==> config.mk <==
export PLATFORM = sky130hd
export DESIGN_NAME = fcpu_trig
export DESIGN_NICKNAME = d
export VERILOG_FILES = /design/src/rtl/fcpu_pkg.sv /design/src/rtl/fcpu_trig.sv
export SDC_FILE = /design/constraint.sdc
export NUM_CORES = 1
export LEC_CHECK = 0
export ABC_AREA = 0
export BUFFER_PORTS_ARGS = -buffer_cell sky130_fd_sc_hd__buf_4
export CELL_PAD_IN_SITES_DETAIL_PLACEMENT = 1
export CELL_PAD_IN_SITES_GLOBAL_PLACEMENT = 1
export CORE_ASPECT_RATIO = 1.25
export CORE_UTILIZATION = 40
export DETAILED_ROUTE_END_ITERATION = 8
export GPL_TIMING_DRIVEN = 0
export PLACE_DENSITY = 0.77
export SYNTH_ARGS = -nofsm -noshare
export SYNTH_HDL_FRONTEND = slang
export SYNTH_SLANG_ARGS = --single-unit
==> constraint.sdc <==
create_clock -name i_clk -period 14.3 [get_ports i_clk]
set_input_delay 1.43 -clock i_clk [delete_from_list [all_inputs] [get_ports i_clk]]
set_output_delay 1.43 -clock i_clk [all_outputs]
set_load 0.02 [all_outputs]
==> src/rtl/fcpu_pkg.sv <==
// ----------------------------------------------------------------------------
// fcpu_pkg
// shared types, constants and tables of the fly camera pose unit
// ----------------------------------------------------------------------------
`default_nettype none
package fcpu_pkg;
    localparam int FUNC_W = 2;
    localparam int DIR_W = 3;
    localparam int CFG_IDX_W = 3;
    localparam int CFG_DATA_W = 17;

    localparam logic [FUNC_W-1:0] FUNC_RESET = 2'd0;
    localparam logic [FUNC_W-1:0] FUNC_MOVE  = 2'd1;
    localparam logic [FUNC_W-1:0] FUNC_LOOK  = 2'd2;

    localparam logic [DIR_W-1:0] DIR_FWD   = 3'd0;
    localparam logic [DIR_W-1:0] DIR_BACK  = 3'd1;
    localparam logic [DIR_W-1:0] DIR_LEFT  = 3'd2;
    localparam logic [DIR_W-1:0] DIR_RIGHT = 3'd3;
    localparam logic [DIR_W-1:0] DIR_DOWN  = 3'd4;
    localparam logic [DIR_W-1:0] DIR_UP    = 3'd5;

    localparam logic [CFG_IDX_W-1:0] REG_MOVE_SPEED  = 3'd0;
    localparam logic [CFG_IDX_W-1:0] REG_LOOK_SENS   = 3'd1;
    localparam logic [CFG_IDX_W-1:0] REG_FAST_MODE   = 3'd2;
    localparam logic [CFG_IDX_W-1:0] REG_START_YAW   = 3'd3;
    localparam logic [CFG_IDX_W-1:0] REG_START_PITCH = 3'd4;

    localparam logic [15:0] MOVE_SPEED_RST = 16'd640;
    localparam logic [15:0] LOOK_SENS_RST  = 16'd6554;
    localparam logic signed [16:0] START_YAW_RST   = -17'sd11520;
    localparam logic signed [14:0] START_PITCH_RST = 15'sd0;

    localparam int PITCH_LIMIT  = 11392;
    localparam int HALF_TURN    = 23040;
    localparam int FULL_TURN    = 46080;
    localparam int QUARTER_TURN = 11520;
    localparam int FAST_FACTOR  = 10;
    localparam int CORDIC_STEPS = 16;
    localparam int CORDIC_GAIN  = 10188014;
    localparam int UNIT         = 16384;

    typedef struct packed {
        logic signed [31:0] pos_x;
        logic signed [31:0] pos_y;
        logic signed [31:0] pos_z;
        logic signed [15:0] front_x;
        logic signed [15:0] front_y;
        logic signed [15:0] front_z;
        logic signed [15:0] right_x;
        logic signed [15:0] right_y;
        logic signed [15:0] right_z;
        logic signed [15:0] up_x;
        logic signed [15:0] up_y;
        logic signed [15:0] up_z;
    } t_pose;

    typedef struct packed {
        logic [FUNC_W-1:0]  func;
        logic [DIR_W-1:0]   move_dir;
        logic [15:0]        elapsed;
        logic signed [15:0] cursor_dx;
        logic signed [15:0] cursor_dy;
    } t_req;

    typedef struct packed {
        logic [CFG_IDX_W-1:0]  index;
        logic [CFG_DATA_W-1:0] data;
    } t_cfg;

    typedef struct packed {
        logic               start;
        logic signed [16:0] angle;
    } t_trig_cmd;

    typedef struct packed {
        logic               done;
        logic signed [15:0] cos_v;
        logic signed [15:0] sin_v;
    } t_trig_rsp;

    function automatic logic [23:0] atan_entry(input logic [3:0] i);
        logic [23:0] r;
        begin
            case (i)
                4'd0:  r = 24'd2949120;
                4'd1:  r = 24'd1740967;
                4'd2:  r = 24'd919879;
                4'd3:  r = 24'd466945;
                4'd4:  r = 24'd234379;
                4'd5:  r = 24'd117265;
                4'd6:  r = 24'd58666;
                4'd7:  r = 24'd29335;
                4'd8:  r = 24'd14668;
                4'd9:  r = 24'd7334;
                4'd10: r = 24'd3667;
                4'd11: r = 24'd1833;
                4'd12: r = 24'd917;
                4'd13: r = 24'd458;
                4'd14: r = 24'd229;
                4'd15: r = 24'd115;
                default: r = 24'd0;
            endcase
            return r;
        end
    endfunction

    function automatic logic signed [15:0] clamp_unit(input logic signed [47:0] v);
        begin
            if (v > 48'sd16384) return 16'sd16384;
            if (v < -48'sd16384) return -16'sd16384;
            return v[15:0];
        end
    endfunction

    function automatic logic signed [16:0] wrap_yaw(input logic signed [18:0] v);
        begin
            if (v >= 19'sd23040) return 17'(v - 19'sd46080);
            if (v < -19'sd23040) return 17'(v + 19'sd46080);
            return v[16:0];
        end
    endfunction

    function automatic logic signed [14:0] clamp_pitch(input logic signed [25:0] v);
        begin
            if (v > 26'sd11392) return 15'sd11392;
            if (v < -26'sd11392) return -15'sd11392;
            return v[14:0];
        end
    endfunction
endpackage
`default_nettype wire

==> src/rtl/fcpu_trig.sv <==
// ----------------------------------------------------------------------------
// fcpu_trig
// iterative cordic sine and cosine, one rotation step per cycle
// ----------------------------------------------------------------------------
`default_nettype none
module fcpu_trig
    import fcpu_pkg::*;
(
    input  wire logic i_clk,
    input  wire logic i_rst_n,
    input  wire t_trig_cmd i_cmd,
    output t_trig_rsp  o_rsp
);
    logic signed [27:0] r_x, r_y;
    logic signed [27:0] r_z;
    logic [3:0]         r_step;
    logic               r_busy, r_neg, r_done;
    logic signed [15:0] r_cos, r_sin;

    logic signed [16:0] fold_a;
    logic               fold_neg;
    logic signed [27:0] xs, ys, tab, xf, yf;
    logic signed [27:0] n_x, n_y, n_z;
    logic signed [27:0] rx, ry;

    always_comb begin
        fold_a = i_cmd.angle;
        fold_neg = 1'b0;
        if (i_cmd.angle > 17'sd11520) begin
            fold_a = i_cmd.angle - 17'sd23040;
            fold_neg = 1'b1;
        end else if (i_cmd.angle < -17'sd11520) begin
            fold_a = i_cmd.angle + 17'sd23040;
            fold_neg = 1'b1;
        end
        xs = r_x >>> r_step;
        ys = r_y >>> r_step;
        tab = 28'(atan_entry(r_step));
        if (r_z >= 0) begin
            n_x = r_x - ys; n_y = r_y + xs; n_z = r_z - tab;
        end else begin
            n_x = r_x + ys; n_y = r_y - xs; n_z = r_z + tab;
        end
        xf = r_neg ? -n_x : n_x;
        yf = r_neg ? -n_y : n_y;
        rx = (xf + 28'sd512) >>> 10;
        ry = (yf + 28'sd512) >>> 10;
    end

    always_ff @(posedge i_clk) begin
        if (!i_rst_n) begin
            r_busy <= 1'b0;
            r_done <= 1'b0;
            r_step <= '0;
        end else begin
            r_done <= 1'b0;
            if (i_cmd.start) begin
                r_busy <= 1'b1;
                r_step <= '0;
                r_neg  <= fold_neg;
                r_x    <= 28'sd10188014;
                r_y    <= '0;
                r_z    <= 28'(fold_a) <<< 9;
            end else if (r_busy) begin
                r_x <= n_x;
                r_y <= n_y;
                r_z <= n_z;
                r_step <= r_step + 4'd1;
                if (r_step == 4'(CORDIC_STEPS - 1)) begin
                    r_busy <= 1'b0;
                    r_done <= 1'b1;
                    r_cos  <= clamp_unit(48'(rx));
                    r_sin  <= clamp_unit(48'(ry));
                end
            end
        end
    end

    assign o_rsp.done  = r_done;
    assign o_rsp.cos_v = r_cos;
    assign o_rsp.sin_v = r_sin;

    a_no_start_busy: assert property (@(posedge i_clk) disable iff (!i_rst_n)
        r_busy && r_step != 4'd0 |-> !i_cmd.start) else $error("trig restarted");
    a_done_pulse: assert property (@(posedge i_clk) disable iff (!i_rst_n)
        r_done |=> !r_done) else $error("done held");
    a_cos_range: assert property (@(posedge i_clk) disable iff (!i_rst_n)
        r_done |-> r_cos <= 16'sd16384 && r_cos >= -16'sd16384) else $error("cos range");
endmodule
`default_nettype wire

# --- Yosys cells after proc, flatten, opt, wreduce, memory -nomap -nowiden ---
# Memory sizes are Yosys's and may differ from the RTL's. A register that Yosys moved wholly into a read port is not among the register bits.
# Index checks and enable logic that the tools add are counted.
classes:
  n_mux: 48
  reduce_logical: 6
  shifts: 2
  addsub: 13
  n_eq_ne: 1
  bitwise: 3
  order_cmp: 7
op_table:
  columns: ["operator", "n"]
  rows:
  - ["28-bit two-way mux", 9]
  - ["16-bit two-way mux", 8]
  - ["28-bit by 11-bit adder with 28-bit output (second input constant)", 2]
  - ["28-bit adder", 2]
  - ["28-bit negator", 2]
  - ["28-bit by 4-bit >>> shifter with 28-bit output", 2]
  - ["28-bit subtractor", 2]
  - ["18-bit by 16-bit greater-than comparator with 1-bit output (second input constant)", 2]
  - ["18-bit by 15-bit < comparator with 1-bit output (second input constant)", 2]
  - ["17-bit two-way mux", 2]
  - ["28-bit by 25-bit adder with 28-bit output", 1]
  - ["28-bit by 1-bit greater-or-equal comparator with 1-bit output (second input constant)", 1]
  - ["28-bit by 25-bit subtractor with 28-bit output", 1]
  - ["1-bit two-way mux", 27]
  - ["17-bit by 16-bit adder with 17-bit output (second input constant)", 1]
  - ["17-bit by 15-bit greater-than comparator with 1-bit output (second input constant)", 1]
  - ["17-bit by 15-bit < comparator with 1-bit output (second input constant)", 1]
  - ["17-bit by 16-bit subtractor with 17-bit output (second input constant)", 1]
  - ["4-bit two-way mux", 2]
  - ["4-bit by 1-bit adder with 4-bit output (second input constant)", 1]
  - ["4-bit == test (second input constant)", 1]
  - ["2-bit AND reduction", 2]
  - ["4-bit AND reduction", 1]
  - ["1-bit inverter", 3]
  - ["3 further kinds", 3]
totals:
  rom_bits: 352
  n_memories: 1
  register_bits: 123
memory_table:
  columns: ["memory", "words", "word_bits", "rd", "rd_clocked_by_memory_dff", "wr", "line", "source"]
  rows:
  - ["(no name shown)", 16, 22, 1, 1, 0, "fcpu_pkg.sv:85", "case (i)"]

# --- Logic depth before layout (Yosys ltp) ---
depth:
  depth_word: 19
  ltp_mapped: 32

# --- Least setup slack after synthesis ---
# No wires, ideal clock.
synth_timing:
  kind: "reg2reg"
  from: "register r_step[1]"
  to: "register r_cos[14], data pin"
  stages_incl_launch_ff: 30
  path_slack_ns: 7.308
  path_buffers: 8
  synth_period_minus_slack_ns: 6.992
  arrival_ns: 6.731
  setup_ns: 0.261
  required_time_ns: 14.039
  path_cell_list: "dfxtp_1 buf_6 buf_6 buf_6 buf_6 clkbuf_1 buf_2 mux4_2 mux2i_1 and3_1 o21ai_0 or2_2 o41ai_1 xor2_1 ha_1 clkbuf_1 o21ai_0 a21oi_1 o32ai_1 a21o_1 a211oi_2 o221ai_1 or4_1 a41oi_2 nor3_2 and4_1 nor3b_1 a31oi_2 or3_1 buf_2"
synth_via:
  elab_chain_cells: 15
  elab_cells_between_ends: 23
synth_lines:
  columns: ["element", "line", "source"]
  rows:
  - ["from (decl)", "fcpu_trig.sv:16", "logic [3:0] r_step;"]
  - ["from (signal assigned)", "fcpu_trig.sv:68", "r_step <= r_step + 4'd1;"]
  - ["28-bit by 4-bit >>> shifter with 28-bit output (*)", "fcpu_trig.sv:37", "ys = r_y >>> r_step;"]
  - ["28-bit adder or 28-bit subtractor (tied branches)", "fcpu_trig.sv:42, fcpu_trig.sv:40", null]
  - ["28-bit two-way mux (*)", "fcpu_trig.sv:39", "if (r_z >= 0) begin"]
  - ["28-bit negator", "fcpu_trig.sv:44", "xf = r_neg ? -n_x : n_x;"]
  - ["28-bit two-way mux (*)", "fcpu_trig.sv:44", null]
  - ["28-bit by 11-bit adder with 28-bit output (*)", "fcpu_trig.sv:46", "rx = (xf + 28'sd512) >>> 10;"]
  - ["18-bit by 15-bit < comparator with 1-bit output", "fcpu_pkg.sv:111", "if (v < -48'sd16384) return -16'sd16384;"]
  - ["1-bit two-way mux (2 in a row)", "fcpu_pkg.sv:111", null]
  - ["1-bit two-way mux", "fcpu_trig.sv:69", "if (r_step == 4'(CORDIC_STEPS - 1)) begin"]
  - ["1-bit two-way mux", "fcpu_trig.sv:64", "end else if (r_busy) begin"]
  - ["1-bit two-way mux", "fcpu_trig.sv:57", "if (i_cmd.start) begin"]
  - ["1-bit two-way mux", "fcpu_trig.sv:51", "if (!i_rst_n) begin"]
  - ["16-bit two-way mux", "fcpu_pkg.sv:112", "return v[15:0];"]
  - ["16-bit two-way mux (*)", "fcpu_pkg.sv:111", null]
  - ["to (signal assigned)", "fcpu_trig.sv:72", "r_cos <= clamp_unit(48'(rx));"]
  - ["to (decl)", "fcpu_trig.sv:18", "logic signed [15:0] r_cos, r_sin;"]
# Mark *: on every way between the ends. The rest lies on a longest branch, timed or not. The select of a mux whose other input is x is not followed.
# A chain may end at the register's enable or synchronous reset.

# --- Worst setup path after layout ---
layout_timing:
  from: "register r_step[1]"
  to: "register r_cos[12], data pin"
# The elaborated chain is that of the path after synthesis.

==> summary.txt <==
Run status
  • Outcome: finished, final reports clean

Pwr
  • Pleak: approximately 7 nW
  • Total power: 4.54 mW
  • Peak supply drop: 0.107 mV
  • PD cells: 236 nW/um2

Placement
  • Dpl cells: between 2,000 and 3,000
  • Area after DPL: 18,600 um2
  • Worst slack, placed: 5.22 ns
  • Port bufs: 49
  • RePlAce Congestion: 0.999
  • DP Wirelength: 49.9 mm

Synth
  • Mapped Cells: ~2,000
  • Main synth FF type: edfxtp_1
  • Synthesized cell area: around 17,000 um2
  • Syn_nets: roughly 2,100
  • Post-synthesis register bit count: 145
  • Cell variety after synth: 120
  • Warnings from Yosys: 0
  • Post-synthesis sequential area ratio: 23.3%
  • Number of flops mapped to enable cells by yosys: about 120
  • Avg Cell Area, Syn: between 8 and 9 um2
  • Ys async rst share: 0%

Timing
  • Final hold slack: 0.682 ns
  • Setup repair after global routing missed its margin: no
  • Fin crit period: 9.26 ns
  • Fin crit share: between 60% and 70%
  • Max Fclk: 108 MHz
  • Slew Limit Fails: 0
  • Relative slew slack: 23.9%
  • Fin. Hold Viols: 0
  • Final setup TNS: 0 ns
  • Slew @ Worst Pin: 1.14 ns
  • Layout Skew: 0.0141 ns
  • Final Setup Violations: 0
  • Final worst setup slack: 5.04 ns

Floorplanning
  • Die height: 236 um
  • Die W: 189 um
  • Core Rows: 85
  • Boundary pin count: 53
  • Initial Util: 40.6%
  • Die area: between 40,000 and 50,000 um2
  • Core area: 43,100 um2

Global route
  • Wire length of the first global-routing pass: 101 mm
  • Gr usage total: 29.1%
  • Largest net degree at the start of global routing: 45
  • Initial antenna violation count: 1
  • Global route overflow: 0
  • Vias in the first global route: approximately 18,000

Min path
  • Hold Crit Start: r_step[1]
  • Hold Crit Depth: 2
  • Hold Path Sink: r_busy
  • Worst min path class: reg -> reg

Clock network
  • Clk buf depth: 2
  • H-tree Lvls: 4
  • Postcts setup bufs: 0
  • # clock sinks: about 150
  • TritonCTS clock tree: yes
  • Clock Pin Slew Worst Setup and Hold Paths: 0.07 ns
  • Post_cts resized: 0
  • CTS Buf Count: 17
  • Post-CTS Hold Buffers: 0
  • Root Driver: clkbuf_16
  • Clock Latency Late Sink: 0.48 ns

Critical path
  • Capturing point of the worst reg2reg path: r_cos[12]
  • R2R setup slack: between 5 and 6 ns
  • Crit Path Max Fanout: 10
  • Worst Path Required: 14.63 ns
  • FF-to-FF Start: r_step[1]
  • Worst path most repeated cell: buf_6
  • Slowest stage cell, crit path: o311ai_1
  • Crit path capture type: flop
  • CP peak stage delay: around 0.78 ns
  • Kind of critical path: reg -> reg
  • Path depth of the worst reg2reg path: 28
  • WP data arrival: roughly 9.6 ns
  • CP Launch Type: flop

Finish
  • Cell area after layout: 19,300 um2
  • Diodes inserted: 0
  • Filler cells: 5,151
  • Layout cells sized above 1: 13.5%
  • Post-route insts no fill: 2,669
  • Final net count: 2,213
  • Final core occ: roughly 45%
  • Layout area overhead: 10.1%

Drt
  • Drt drc: 0
  • WL final: 63.9 mm
  • Starting DRC count in detailed routing: 1,249
  • Via count: ~17,000
  • Pre-Repair DR Iteration Count: 5
  • Vias per cell: 6.36
  • Routed length per instance: 23.9 um
  • Number of antenna-violating nets in the routed design: 0

Job
  • # Max-Cap Violations: 0
-- power breakdown --
part	leakage [nW]	switching, mW	internal [mW]
Clock	0.304	0.226	0.272
Combinational	5.39	2.16	1.21
Sequential	1.32	0.0946	0.579
Total	7.02	2.48	2.06
-- area by class of cell --
cell class | count | area, um2 | share of cell area, %
inverter | 67 | 251 | 1.31
multi-input combinational | 1697 | 12700 | 65.8
buffer | 110 | 515 | 2.68
clock inverter | 14 | 161 | 0.838
sequential | 145 | 4070 | 21.2
clock buffer | 18 | 450 | 2.34
tap | 565 | 707 | 3.67
timing repair buffer | 53 | 429 | 2.23
-- worst max-delay path by stage --
stage | from | endpoint | slack [ns]
floorplan | r_step[1] | r_cos[14] | 7.31
global placement | r_step[1] | r_cos[13] | 5.60
detailed placement | r_step[1] | r_cos[12] | 5.22
CTS | r_step[1] | r_cos[12] | 5.19
global route | r_step[1] | r_cos[12] | 4.36
finish | r_step[1] | r_cos[12] | 5.04
-- cells in the mapped netlist, types with 27 or more instances --
cell	instances	share of area, %
a21o_1	34	1.5
a21oi_1	131	3.7
clkbuf_1	71	1.5
dfxtp_1	28	3.2
edfxtp_1	117	20
ha_1	99	7.1
inv_1	65	1.4
mux2_2	36	2.3
mux2i_1	44	2.5
mux4_2	59	7.6
nand2_1	182	3.9
nand3_1	51	1.5
nor2_1	176	3.8
nor3_1	51	1.5
o21a_1	28	1.2
o21ai_0	119	3.4
o31ai_1	27	1.2
or3_1	29	1.0
xnor2_1	120	6.0
xor2_1	64	3.2
-- placed cells by master (no fill, tap or decap), types with 64 or more instances in the layout --
| master | instances |
|---|---|
| o21ai_0 | 119 |
| edfxtp_1 | 117 |
| nor2_1 | 176 |
| xnor2_1 | 120 |
| nand2_1 | 182 |
| inv_1 | 65 |
| a21oi_1 | 131 |
| xor2_1 | 64 |
| clkbuf_1 | 71 |
| ha_1 | 99 |
-- sequential cells by signal, summed over array words and instances, names as in the netlist --
register	count
r_busy	1
r_cos	16
r_done	1
r_neg	1
r_sin	16
r_step	4
r_x	28
r_y	28
r_z	28
tab	22
-- kinds of logic (layout without fill, tap and decap cells) --
group                    Yosys count  count (layout)  synth area share (%)
AO/OA/AOI/OAI                    576             576                  22.8
adder cells (fa/ha/maj)          102             102                  7.42
flip-flops                       145             145                  23.3
AND/OR/NAND/NOR                  693             693                  20.2
XOR/XNOR                         187             187                  9.49
multiplexers                     139             139                  12.4
buffers and inverters            177             262                  4.38
-- critical path, delay by kind of cell, from the launching register on --
kind                       cells  cell delay [ns]
AOI/OAI and AO/OA              8             3.05
xor gates and xnor gates       2             0.55
adders and majority gates      1             0.29
buffers and inverters          7             2.04
DFF                            1             0.36
muxes                          2             0.65
and+or+nand+nor                8             2.15
-- metal layers --
| layer | share of wire [%] | global-route usage, % | routed length, um |
|---|---|---|---|
| met5 | 0 | 0 | 0 |
| met4 | 5.2 | 15.2 | 3350 |
| met3 | 4.8 | 4.26 | 3050 |
| met2 | 51 | 51.8 | 32300 |
| met1 | 39 | 33.3 | 25200 |
Note: power is estimated with default switching activity, not from simulation.
